### src/sv/sghp_pkg.sv
package sghp_pkg;

    localparam int TAG_BITS  = 8;
    localparam int PROB_BITS = 16;
    localparam int RUN_BITS  = 8;
    localparam int CFG_INDEX_BITS = 3;
    localparam int CFG_DATA_BITS  = 16;

    localparam logic [1:0] EV_START = 2'd0;
    localparam logic [1:0] EV_CHUNK = 2'd1;
    localparam logic [1:0] EV_END   = 2'd2;

    localparam logic REQ_FRAME     = 1'b0;
    localparam logic REQ_FORCE_END = 1'b1;

    localparam logic [CFG_INDEX_BITS-1:0] REG_ACT_THRESH   = 3'd0;
    localparam logic [CFG_INDEX_BITS-1:0] REG_DEACT_THRESH = 3'd1;
    localparam logic [CFG_INDEX_BITS-1:0] REG_SMOOTH_WT    = 3'd2;
    localparam logic [CFG_INDEX_BITS-1:0] REG_SPEECH_NEED  = 3'd3;
    localparam logic [CFG_INDEX_BITS-1:0] REG_SILENCE_NEED = 3'd4;

    localparam logic [PROB_BITS-1:0] ACT_THRESH_RST   = 16'd32768;
    localparam logic [PROB_BITS-1:0] DEACT_THRESH_RST = 16'd22938;
    localparam logic [PROB_BITS-1:0] SMOOTH_WT_RST    = 16'd22938;
    localparam logic [RUN_BITS-1:0]  SPEECH_NEED_RST  = 8'd8;
    localparam logic [RUN_BITS-1:0]  SILENCE_NEED_RST = 8'd19;

    typedef struct packed {
        logic                 req_type;
        logic [PROB_BITS-1:0] frame_prob;
        logic [TAG_BITS-1:0]  frame_tag;
    } req_t;

    typedef struct packed {
        logic [1:0]           event_code;
        logic [TAG_BITS-1:0]  chunk_tag;
        logic [PROB_BITS-1:0] prob_out;
        logic                 last;
    } evt_t;

    typedef struct packed {
        logic [PROB_BITS-1:0] act_thresh;
        logic [PROB_BITS-1:0] deact_thresh;
        logic [PROB_BITS-1:0] smooth_wt;
        logic [RUN_BITS-1:0]  speech_need;
        logic [RUN_BITS-1:0]  silence_need;
    } cfg_t;

endpackage

### src/sv/sghp_ring.sv
module sghp_ring
    import sghp_pkg::*;
#(
    parameter int DEPTH = 16,
    parameter int AW    = 4
)
(
    input  logic                clk,
    input  logic                we,
    input  logic [AW-1:0]       waddr,
    input  logic [TAG_BITS-1:0] wdata,
    input  logic [AW-1:0]       raddr,
    output logic [TAG_BITS-1:0] rdata
);

    logic [TAG_BITS-1:0] mem [DEPTH];
    logic [TAG_BITS-1:0] rdata_reg;

    always_ff @(posedge clk)
    begin
        if (we)
        begin
            mem[waddr] <= wdata;
        end
        rdata_reg <= mem[raddr];
    end

    assign rdata = rdata_reg;

endmodule

### src/sv/sghp_obuf.sv
module sghp_obuf
    import sghp_pkg::*;
(
    input  logic clk,
    input  logic rst_n,
    input  logic push_valid,
    input  evt_t push_data,
    output logic push_ready,
    output logic evt_valid,
    input  logic evt_stall,
    output evt_t evt_data
);

    logic evt_valid_reg;
    evt_t evt_data_reg;

    assign push_ready = !evt_valid_reg || !evt_stall;

    always_ff @(posedge clk or negedge rst_n)
    begin
        if (!rst_n)
        begin
            evt_valid_reg <= 1'b0;
        end
        else if (push_valid && push_ready)
        begin
            evt_valid_reg <= 1'b1;
        end
        else if (!evt_stall)
        begin
            evt_valid_reg <= 1'b0;
        end
    end

    always_ff @(posedge clk)
    begin
        if (push_valid && push_ready)
        begin
            evt_data_reg <= push_data;
        end
    end

    assign evt_valid = evt_valid_reg;
    assign evt_data  = evt_data_reg;

endmodule

### src/sv/sghp_ctrl.sv
module sghp_ctrl
    import sghp_pkg::*;
#(
    parameter int PREFIX_DEPTH = 16,
    parameter int HEAD_W       = 4,
    parameter int FILL_W       = 5
)
(
    input  logic                clk,
    input  logic                rst_n,
    input  cfg_t                cfg,
    input  logic                req_valid,
    output logic                req_stall,
    input  req_t                req_data,
    output logic                push_valid,
    output evt_t                push_data,
    input  logic                push_ready,
    output logic                ring_we,
    output logic [HEAD_W-1:0]   ring_waddr,
    output logic [TAG_BITS-1:0] ring_wdata,
    output logic [HEAD_W-1:0]   ring_raddr,
    input  logic [TAG_BITS-1:0] ring_rdata
);

    localparam int IW = FILL_W + 1;

    typedef enum logic [3:0] {
        S_IDLE,
        S_MUL,
        S_ADD,
        S_DECIDE,
        S_START,
        S_REPLAY,
        S_REPLAY_RD,
        S_CHUNK,
        S_END
    } state_t;

    state_t               state_reg;
    logic                 speaking_reg;
    logic [PROB_BITS-1:0] smoothed_reg;
    logic                 sm_valid_reg;
    logic [RUN_BITS-1:0]  speech_run_reg;
    logic [RUN_BITS-1:0]  silence_run_reg;
    logic [HEAD_W-1:0]    head_reg;
    logic [FILL_W-1:0]    fill_reg;
    logic [PROB_BITS-1:0] raw_reg;
    logic [TAG_BITS-1:0]  tag_reg;
    logic signed [33:0]   prod_reg;
    logic [HEAD_W-1:0]    rd_idx_reg;
    logic [FILL_W-1:0]    remain_reg;
    logic                 end_pend_reg;
    logic [PROB_BITS-1:0] end_prob_reg;

    logic signed [16:0]   diff;
    logic signed [16:0]   weight_s;
    logic signed [33:0]   prod;
    logic signed [34:0]   sum;
    logic                 is_speech;
    logic [RUN_BITS-1:0]  speech_inc;
    logic [RUN_BITS-1:0]  silence_inc;
    logic [HEAD_W-1:0]    head_next;
    logic [FILL_W-1:0]    fill_next;
    logic [IW-1:0]        head_x;
    logic [IW-1:0]        fill_x;
    logic [IW-1:0]        start_x;
    logic [HEAD_W-1:0]    rd_idx_next;

    assign diff     = $signed({1'b0, smoothed_reg}) - $signed({1'b0, raw_reg});
    assign weight_s = $signed({1'b0, cfg.smooth_wt});
    assign prod     = diff * weight_s;
    assign sum      = $signed({3'b000, raw_reg, 16'h0000}) + 35'(prod_reg) + 35'sd32768;

    assign is_speech = (smoothed_reg >= cfg.act_thresh) ||
                       (speaking_reg && (smoothed_reg > cfg.deact_thresh));

    assign speech_inc  = (speech_run_reg == '1) ? speech_run_reg : speech_run_reg + 1'b1;
    assign silence_inc = (silence_run_reg == '1) ? silence_run_reg : silence_run_reg + 1'b1;

    assign head_next = (head_reg == HEAD_W'(PREFIX_DEPTH - 1)) ? '0 : head_reg + 1'b1;
    assign fill_next = (fill_reg == FILL_W'(PREFIX_DEPTH)) ? fill_reg : fill_reg + 1'b1;

    assign head_x  = IW'(head_next);
    assign fill_x  = IW'(fill_next);
    assign start_x = (head_x >= fill_x) ? head_x - fill_x
                                        : head_x + IW'(PREFIX_DEPTH) - fill_x;

    assign rd_idx_next = (rd_idx_reg == HEAD_W'(PREFIX_DEPTH - 1)) ? '0 : rd_idx_reg + 1'b1;

    assign req_stall  = (state_reg != S_IDLE);
    assign ring_we    = (state_reg == S_DECIDE) && !speaking_reg;
    assign ring_waddr = head_reg;
    assign ring_wdata = tag_reg;
    assign ring_raddr = rd_idx_reg;

    always_comb
    begin
        push_valid = 1'b0;
        push_data  = '0;
        unique case (state_reg)
            S_START:
            begin
                push_valid           = 1'b1;
                push_data.event_code = EV_START;
                push_data.prob_out   = smoothed_reg;
            end
            S_REPLAY:
            begin
                push_valid           = 1'b1;
                push_data.event_code = EV_CHUNK;
                push_data.chunk_tag  = ring_rdata;
                push_data.last       = (remain_reg == FILL_W'(1));
            end
            S_CHUNK:
            begin
                push_valid           = 1'b1;
                push_data.event_code = EV_CHUNK;
                push_data.chunk_tag  = tag_reg;
                push_data.prob_out   = smoothed_reg;
                push_data.last       = !end_pend_reg;
            end
            S_END:
            begin
                push_valid           = 1'b1;
                push_data.event_code = EV_END;
                push_data.prob_out   = end_prob_reg;
                push_data.last       = 1'b1;
            end
            default:
            begin
                push_valid = 1'b0;
            end
        endcase
    end

    always_ff @(posedge clk or negedge rst_n)
    begin
        if (!rst_n)
        begin
            state_reg       <= S_IDLE;
            speaking_reg    <= 1'b0;
            smoothed_reg    <= '0;
            sm_valid_reg    <= 1'b0;
            speech_run_reg  <= '0;
            silence_run_reg <= '0;
            head_reg        <= '0;
            fill_reg        <= '0;
            raw_reg         <= '0;
            tag_reg         <= '0;
            prod_reg        <= '0;
            rd_idx_reg      <= '0;
            remain_reg      <= '0;
            end_pend_reg    <= 1'b0;
            end_prob_reg    <= '0;
        end
        else
        begin
            unique case (state_reg)
                S_IDLE:
                begin
                    if (req_valid)
                    begin
                        if (req_data.req_type == REQ_FORCE_END)
                        begin
                            if (speaking_reg)
                            begin
                                speaking_reg    <= 1'b0;
                                speech_run_reg  <= '0;
                                silence_run_reg <= '0;
                                end_prob_reg    <= '0;
                                state_reg       <= S_END;
                            end
                        end
                        else
                        begin
                            raw_reg   <= req_data.frame_prob;
                            tag_reg   <= req_data.frame_tag;
                            state_reg <= S_MUL;
                        end
                    end
                end
                S_MUL:
                begin
                    prod_reg  <= prod;
                    state_reg <= S_ADD;
                end
                S_ADD:
                begin
                    smoothed_reg <= sm_valid_reg ? sum[31:16] : raw_reg;
                    sm_valid_reg <= 1'b1;
                    state_reg    <= S_DECIDE;
                end
                S_DECIDE:
                begin
                    if (!speaking_reg)
                    begin
                        head_reg  <= head_next;
                        fill_reg  <= fill_next;
                        state_reg <= S_IDLE;
                        if (is_speech)
                        begin
                            silence_run_reg <= '0;
                            speech_run_reg  <= speech_inc;
                            if (speech_inc >= cfg.speech_need)
                            begin
                                speaking_reg <= 1'b1;
                                rd_idx_reg   <= start_x[HEAD_W-1:0];
                                remain_reg   <= fill_next;
                                head_reg     <= '0;
                                fill_reg     <= '0;
                                state_reg    <= S_START;
                            end
                        end
                        else
                        begin
                            speech_run_reg <= '0;
                        end
                    end
                    else
                    begin
                        end_pend_reg <= 1'b0;
                        state_reg    <= S_CHUNK;
                        if (is_speech)
                        begin
                            silence_run_reg <= '0;
                            speech_run_reg  <= speech_inc;
                        end
                        else
                        begin
                            speech_run_reg <= '0;
                            if (silence_inc >= cfg.silence_need)
                            begin
                                speaking_reg    <= 1'b0;
                                silence_run_reg <= '0;
                                end_pend_reg    <= 1'b1;
                                end_prob_reg    <= smoothed_reg;
                            end
                            else
                            begin
                                silence_run_reg <= silence_inc;
                            end
                        end
                    end
                end
                S_START:
                begin
                    if (push_ready)
                    begin
                        state_reg <= S_REPLAY;
                    end
                end
                S_REPLAY:
                begin
                    if (push_ready)
                    begin
                        if (remain_reg == FILL_W'(1))
                        begin
                            state_reg <= S_IDLE;
                        end
                        else
                        begin
                            remain_reg <= remain_reg - 1'b1;
                            rd_idx_reg <= rd_idx_next;
                            state_reg  <= S_REPLAY_RD;
                        end
                    end
                end
                S_REPLAY_RD:
                begin
                    state_reg <= S_REPLAY;
                end
                S_CHUNK:
                begin
                    if (push_ready)
                    begin
                        state_reg <= end_pend_reg ? S_END : S_IDLE;
                    end
                end
                S_END:
                begin
                    if (push_ready)
                    begin
                        state_reg <= S_IDLE;
                    end
                end
                default:
                begin
                    state_reg <= S_IDLE;
                end
            endcase
        end
    end

endmodule

### src/sv/speech_gate_hysteresis_prefix_top.sv
// Speech gate with hysteresis, hangover and prefix padding.
// Request channel (req_valid / req_stall / req_data): one transfer per audio
// frame (tag and raw probability) or a force-end request.
// Event channel (evt_valid / evt_stall / evt_data): start, chunk and end
// events; last marks the final event caused by one request.
// Configuration: cfg_write_en, cfg_index, cfg_data; write only while idle.
// Sequence: a frame transfer is followed by a multiply, an add and a decision
// state; its first event is then registered from the start or chunk state.
// A silent frame without speech start gives no event; a speaking frame gives
// a chunk event, then an end event if it ends speech. A speech start with N
// buffered tags gives a start event and N replayed chunks: the tag ring is a
// one-port-read memory with a registered read, so each replayed chunk after
// the first waits on a read state. A force end emits an end event if speaking.
// The event register holds one event; while the receiver stalls, the gate
// waits on its next event and req_stall stays high.
// Reset clears the state, the run counters, the ring fill and head, and
// loads the register defaults; ring contents are not cleared.
module speech_gate_hysteresis_prefix_top
    import sghp_pkg::*;
#(
    parameter int PREFIX_DEPTH = 16
)
(
    input  logic                      clk,
    input  logic                      rst_n,
    input  logic                      req_valid,
    output logic                      req_stall,
    input  req_t                      req_data,
    output logic                      evt_valid,
    input  logic                      evt_stall,
    output evt_t                      evt_data,
    input  logic                      cfg_write_en,
    input  logic [CFG_INDEX_BITS-1:0] cfg_index,
    input  logic [CFG_DATA_BITS-1:0]  cfg_data
);

    localparam int HEAD_W = (PREFIX_DEPTH > 1) ? $clog2(PREFIX_DEPTH) : 1;
    localparam int FILL_W = $clog2(PREFIX_DEPTH + 1);

    cfg_t                cfg_reg;
    logic                push_valid;
    evt_t                push_data;
    logic                push_ready;
    logic                ring_we;
    logic [HEAD_W-1:0]   ring_waddr;
    logic [TAG_BITS-1:0] ring_wdata;
    logic [HEAD_W-1:0]   ring_raddr;
    logic [TAG_BITS-1:0] ring_rdata;

    always_ff @(posedge clk or negedge rst_n)
    begin
        if (!rst_n)
        begin
            cfg_reg.act_thresh   <= ACT_THRESH_RST;
            cfg_reg.deact_thresh <= DEACT_THRESH_RST;
            cfg_reg.smooth_wt    <= SMOOTH_WT_RST;
            cfg_reg.speech_need  <= SPEECH_NEED_RST;
            cfg_reg.silence_need <= SILENCE_NEED_RST;
        end
        else if (cfg_write_en)
        begin
            unique case (cfg_index)
                REG_ACT_THRESH:   cfg_reg.act_thresh   <= cfg_data;
                REG_DEACT_THRESH: cfg_reg.deact_thresh <= cfg_data;
                REG_SMOOTH_WT:    cfg_reg.smooth_wt    <= cfg_data;
                REG_SPEECH_NEED:  cfg_reg.speech_need  <= cfg_data[RUN_BITS-1:0];
                REG_SILENCE_NEED: cfg_reg.silence_need <= cfg_data[RUN_BITS-1:0];
                default:          cfg_reg <= cfg_reg;
            endcase
        end
    end

    sghp_ctrl #(
        .PREFIX_DEPTH (PREFIX_DEPTH),
        .HEAD_W       (HEAD_W),
        .FILL_W       (FILL_W)
    ) u_ctrl (
        .clk        (clk),
        .rst_n      (rst_n),
        .cfg        (cfg_reg),
        .req_valid  (req_valid),
        .req_stall  (req_stall),
        .req_data   (req_data),
        .push_valid (push_valid),
        .push_data  (push_data),
        .push_ready (push_ready),
        .ring_we    (ring_we),
        .ring_waddr (ring_waddr),
        .ring_wdata (ring_wdata),
        .ring_raddr (ring_raddr),
        .ring_rdata (ring_rdata)
    );

    sghp_ring #(
        .DEPTH (PREFIX_DEPTH),
        .AW    (HEAD_W)
    ) u_ring (
        .clk   (clk),
        .we    (ring_we),
        .waddr (ring_waddr),
        .wdata (ring_wdata),
        .raddr (ring_raddr),
        .rdata (ring_rdata)
    );

    sghp_obuf u_obuf (
        .clk        (clk),
        .rst_n      (rst_n),
        .push_valid (push_valid),
        .push_data  (push_data),
        .push_ready (push_ready),
        .evt_valid  (evt_valid),
        .evt_stall  (evt_stall),
        .evt_data   (evt_data)
    );

endmodule

### config.mk
export PLATFORM = sky130hd
export DESIGN_NAME = speech_gate_hysteresis_prefix_top
export DESIGN_NICKNAME = d
export VERILOG_FILES = /design/src/sv/sghp_pkg.sv /design/src/sv/sghp_ring.sv /design/src/sv/sghp_obuf.sv /design/src/sv/sghp_ctrl.sv /design/src/sv/speech_gate_hysteresis_prefix_top.sv
export SDC_FILE = /design/constraint.sdc
export NUM_CORES = 1
export LEC_CHECK = 0
export BUFFER_PORTS_ARGS = -buffer_cell sky130_fd_sc_hd__buf_4
export CORE_AREA = 2 2 233 235
export CTS_CLUSTER_SIZE = 12
export DETAILED_ROUTE_END_ITERATION = 12
export DIE_AREA = 0 0 235 237
export GPL_TIMING_DRIVEN = 0
export PLACE_DENSITY = 0.66
export SYNTH_ARGS = -nofsm -noshare
export SYNTH_HDL_FRONTEND = slang
export SYNTH_SLANG_ARGS = --single-unit
### constraint.sdc
create_clock -name clk -period 21.2 [get_ports clk]
set_input_delay 2.12 -clock clk [delete_from_list [all_inputs] [get_ports clk]]
set_output_delay 2.12 -clock clk [all_outputs]
set_load 0.02 [all_outputs]
Word-level counts from Yosys, hierarchy flattened
Memory sizes are Yosys's and may differ from the RTL's. A register that Yosys moved wholly into a read port is not among the register bits.
Index checks and enable logic that the tools add are counted.
Storage, ports and cells
  memory bits (read-only): 0
  word-level logic and storage cells: 184
  RAM bits: 128
  bits in latches: 0
  bits of input ports: 49
  bits in registers: 221
  output and inout port bits: 29
  memories kept: 1
Cells by class
  eq/ne operators: 35
  bitwise operators: 2
  div/mod/pow operators: 0
  muxes and demuxes: 72
  reductions and logical operators: 31
  shift operators: 0
  multiply operators: 1
  order comparisons: 5
  $add $sub $neg: 12
Memories
  u_ring.mem: depth 16, width 8, rd ports 1, clocked after Yosys merged registers in 1, wr ports 1, RTL line sghp_ring.sv:16  | logic [TAG_BITS-1:0] mem [DEPTH];
Operators with widths (count)
  16-bit 2-to-1 mux: 7
  4-bit 2-to-1 mux: 20
  8-bit 2-to-1 mux: 10
  16-bit one-hot mux with 2 select lines: 2
  8-bit one-hot mux with 2 select lines: 3
  5-bit 2-to-1 mux: 8
  4-bit one-hot mux with 9 select lines: 1
  32-bit by 17-bit adder with 32-bit output (second input constant): 1
  32-bit adder: 1
  17-bit by 17-bit multiplier with 32-bit output: 1
  16-bit by 16-bit subtractor with 17-bit output: 1
  8-bit by 1-bit adder with 8-bit output (second input constant): 2
  4-bit by 3-bit equality test with 1-bit output (second input constant): 4
  8-bit equality test (second input constant): 2
  16-bit greater-or-equal comparator: 1
  8-bit greater-or-equal comparator: 2
  16-bit > comparator: 1
  2-bit by 1-bit != test with 1-bit output (second input constant): 8
  1-bit 2-to-1 mux: 14
  2-bit != test (second input constant): 7
  2-bit AND reduction: 7
  4-bit by 1-bit adder with 4-bit output (second input constant): 3
  4-bit equality test (second input constant): 3
  6-bit AND reduction: 2
  33 further kinds: 47

Longest topological paths before layout
  depth after elaboration: 9
  gate-level depth with buffers: 35
  depth with buffers taken out: 34

Modules after synthesis
From an unflattened synthesis, not the netlist that was laid out.
Unflattened totals
  cells, all modules: 2452
  area, all modules: 26743.1 µm²
Modules (own cells, without submodules)
  sghp_ctrl: seq. area each 2852.7 µm², cells an instance 2053, area an instance 18260.0 µm², times used 1
  sghp_ring: seq. area each 4003.8 µm², cells an instance 229, area an instance 5147.4 µm², times used 1
  speech_gate_hysteresis_prefix_top: seq. area each 1627.8 µm², cells an instance 139, area an instance 2477.4 µm², times used 1
  sghp_obuf: seq. area each 835.8 µm², cells an instance 31, area an instance 858.3 µm², times used 1

Worst setup path before layout
Ideal clock, no wire load.
  path kind: register -> register
  from: register u_ctrl.raw_reg[1]
  to: register u_ctrl.prod_reg[31]
  slack: 13.548 ns
  cell stages (with the launch flop): 36
  arrival time: 7.521 ns
  path buffers: 1
  period minus slack after synthesis: 7.652 ns
  library setup time: 0.132 ns
  data required time: 21.068 ns
  cell sequence: dfrtp_1 -> inv_1 -> ha_1 -> nor2b_1 -> o21ai_1 -> nand2b_1 -> a21o_1 -> a21oi_1 -> o21a_1 -> o21ai_0 -> xor2_1 -> clkbuf_1 -> and2_1 -> fa_1 -> inv_1 -> fa_1 -> inv_1 -> fa_1 -> inv_1 -> fa_1 -> inv_1 -> fa_1 -> inv_1 -> fa_1 -> inv_1 -> ha_1 -> a2111oi_4 -> o21ai_2 -> o211ai_2 -> a211oi_2 -> o2111ai_2 -> a31oi_1 -> a41o_1 -> a21oi_2 -> xnor2_1 -> o21ai_1
Between the ends
  cells in the longest elaborated chain, start to end: 2
Ends and longest elaborated chain
  start: declaration: RTL line sghp_ctrl.sv:47  | logic [PROB_BITS-1:0] raw_reg;
  start signal: assignment: RTL line sghp_ctrl.sv:176  | raw_reg <= req_data.frame_prob;
  16-bit by 16-bit subtractor with 17-bit output: RTL line sghp_ctrl.sv:69  | assign diff = $signed({1'b0, smoothed_reg}) - $signed({1'b0, raw_reg});
  17-bit by 17-bit multiplier with 32-bit output: RTL line sghp_ctrl.sv:71  | assign prod = diff * weight_s;
  end signal: assignment: RTL line sghp_ctrl.sv:184  | prod_reg <= prod;
  end: declaration: RTL line sghp_ctrl.sv:49  | logic signed [33:0] prod_reg;
No other way between the ends.
A chain may end at the register's enable or synchronous reset.

Worst setup path after layout
  from: register u_ctrl.smoothed_reg[0]
  to: register u_ctrl.prod_reg[30]
Between the ends
  cells in the longest elaborated chain, start to end: 2
Ends and longest elaborated chain
  start: declaration: RTL line sghp_ctrl.sv:41  | logic [PROB_BITS-1:0] smoothed_reg;
  start signal: assignment: RTL line sghp_ctrl.sv:189  | smoothed_reg <= sm_valid_reg ? sum[31:16] : raw_reg;
  16-bit by 16-bit subtractor with 17-bit output: RTL line sghp_ctrl.sv:69
  17-bit by 17-bit multiplier with 32-bit output: RTL line sghp_ctrl.sv:71
No other way between the ends.

==> summary.md <==
| Metric | Value |
|---|---|
| Final ANT Viol Nets | 0 |
| Final setup vio count | 0 |
| Die W | 235 um |
| TNS Setup | 0 ns |
| Ys flop type | dfrtp_1 |
| TritonCTS clock tree | yes |
| Max-slew violation count | 0 |
| Via density | 5.50 |
| Least-Margin Pin Slew | 1.26 ns |
| Hold Crit Class | flop to flop |
| Die Area | 55700 um^2 |
| I/O pin cnt | 78 |
| Row cnt | 85 |
| Data required time of the worst path | 21.61 ns |
| DR DRC count | 0 |
| Via count | 18200 |
| Cell family with most CP delay | adder cells |
| Port Buf Inserts | 77 |
| #FFs+latches synth | 342 |
| CTS Buf Count | 38 |
| Skew-Pair Late Insertion Delay | 0.56 ns |
| Fillers | 4628 |
| Max-Slew Margin vs Limit | 15.4% |
| Outcome | finished, final reports clean |
| Clock buffer depth | 3 |
| Final Hold Fails | 0 |
| Crit path top cell by count | fa_1 |
| MaxCap Viol Count | 0 |
| Detailed Routing Iterations Pass 1 | 5 |
| Share of cells above drive strength 1 | 9.77% |
| Die height | 237 um |
| Post-Syn Instances | 2471 |
| Starting Density | 49.4% |
| Register area share after synthesis | 35.4% |
| Post-CTS Setup Repair Bufs | 0 |
| Multi-input logic area | 15100 um^2 |
| Core footprint | 53300 um^2 |
| Dpl hpwl | 50300 um |
| Fin nets | 3077 |
| Async set-reset flop share out of synthesis | 52.3% |
| Largest net degree at the start of global routing | 95 |
| Worst EP arrival | 10.07 ns |
| Largest register FFs | 128 |
| Hold_buf cts | 0 |
| Crit-path max FO | 10 |
| Critical path buffers and inverters | 5 |
| Setup repair after global routing missed its margin | no |
| WL final | 65000 um |
| Vias in the first global route | 19400 |
| Routed WL per cell | 19.6 um |
| Worst-path cell with the longest stage delay | xnor2_1 |
| Clk sinks | 342 |
| Post-cts gate resize count | 0 |
| Unique masters post-synth | 74 |
| H-tree levels | 2 |
| Worst setup SP type | flop |
| EDFF count, synth | 155 |
| Synthesized Nets | 2957 |
| Drt first-iter violations | 1178 |
| Clk_skew | 0.0332 ns |
| P&R area growth vs syn | 10.3% |
| First-pass GRT wire length | 106000 um |
| CP Capture Type | flop |
| Global placer's final weighted congestion | 0.906 |
| Tcrit/Tclk final | 45.6% |
| Worst-path clk slew | 0.06 ns |
| Initial antenna violation count | 0 |
| Tot GR Track Use | 24.2% |
| Synthesis Warnings | 0 |
| Max stage delay on crit path | 0.85 ns |
| Syn Std Cell Area | 26300 um^2 |
| WS Path Type | flop to flop |
| Minimum clock period | 9.66 ns |
| CTS root buffer | clkbuf_16 |
| Avg Cell Area, Syn | 10.6 um^2 |
| Gr ovfl total | 0 |
| Fmax | 104 MHz |
| Sequential cell area | 9320 um^2 |
-- area by class of cell --
cell class | count | share of cell area, %
tap | 696 | 3.00
timing repair buffer | 80 | 2.19
buffer | 95 | 1.31
multi-input combinational | 1616 | 51.8
sequential | 342 | 32.1
antenna | 2 | 0.0172
clock buffer | 61 | 3.82
inverter | 418 | 5.40
clock inverter | 8 | 0.306
-- routing by layer --
layer | GRT usage, % | wire length [um] | up-vias
li1 | - | - | 8349
met1 | 32.6 | 28100 | 9202
met2 | 40.9 | 31400 | 573
met3 | 3.37 | 3740 | 116
met4 | 6.89 | 1810 | 0
met5 | 0 | 0 | -
-- worst register-to-register path: cells and delay by family, from the launching register on --
family                     cells  cell delay [ns]
adders and majority gates      9             3.95
DFF                            1             0.46
buffers and inverters          5             0.95
and+or+nand+nor                3             0.49
xor gates and xnor gates       2             1.17
AOI/OAI and AO/OA             11             2.50
-- cell families (layout without fill, tap and decap cells) --
kind of cell    after synthesis  count (layout)  synth area share (%)
simple gates                602             602                  11.2
buf+inv                     513             662                  7.41
fa+ha+maj                   442             442                  28.4
compound gates              374             374                  9.27
flops                       342             342                  35.4
mux                         123             123                  5.73
xor+xnor                     75              75                  2.50
other cells                   0               2                     0
-- layout by cell type (no fill, tap or decap), types with 22 or more instances in the layout --
cell / instances
dfrtp_1: 158
o21ai_0: 96
nor3_1: 25
fa_1: 262
a21o_1: 32
nor2_1: 83
inv_1: 417
mux2_2: 61
nand2_1: 244
edfxtp_1: 155
a22o_1: 46
mux2i_1: 45
clkbuf_1: 98
xnor2_1: 54
buf_4: 77
and2_1: 125
a21oi_1: 78
ha_1: 175
nor2b_1: 29
nand3_1: 22
clkbuf_16: 39
-- metrics by stage --
step	worst slack, ns	cells	instance area [um^2]	hold slack, ns	utilization [%]
after floorplan	13.55	2471	26300	0.455	-
after global placement	11.67	3244	27800	0.486	52.1
after detailed placement	11.62	3247	27800	0.492	52.2
after CTS	11.60	3316	29000	0.509	54.5
after global routing	11.16	3316	29000	0.518	54.5
final	11.54	3318	29000	0.505	54.5
-- Yosys cell counts, drive strengths merged, types with 46 or more instances --
master / number / area [um^2]
fa: 262 / 5250
clkbuf: 81 / 304
xnor2: 54 / 473
edfxtp: 155 / 4650
nand2: 245 / 927
inv: 417 / 1570
dfrtp: 158 / 3950
a22o: 46 / 403
and2: 125 / 782
nor2: 83 / 312
mux2: 62 / 698
o21ai: 118 / 594
a21oi: 81 / 420
ha: 175 / 2190
-- worst paths after layout --
path / startpoint / endpoint / slack [ns] / cells past startpoint
setup / recovery: u_ctrl.smoothed_reg[0] / u_ctrl.prod_reg[30] / 11.54 / 30
hold / removal: cfg_reg[14] / cfg_reg[14] / 0.50 / 1
min in group asynchronous: rst_n / u_ctrl.raw_reg[9] / 1.57 / 1
hold reg to reg: cfg_reg[14] / cfg_reg[14] / 0.50 / 1
setup reg to reg: u_ctrl.smoothed_reg[0] / u_ctrl.prod_reg[30] / 11.54 / 30
max in group asynchronous: rst_n / u_ctrl.ring_wdata[2] / 18.64 / 2
Power is not shown: default switching activity piles up to over one toggle a cycle in this logic, so the estimate is an artifact.
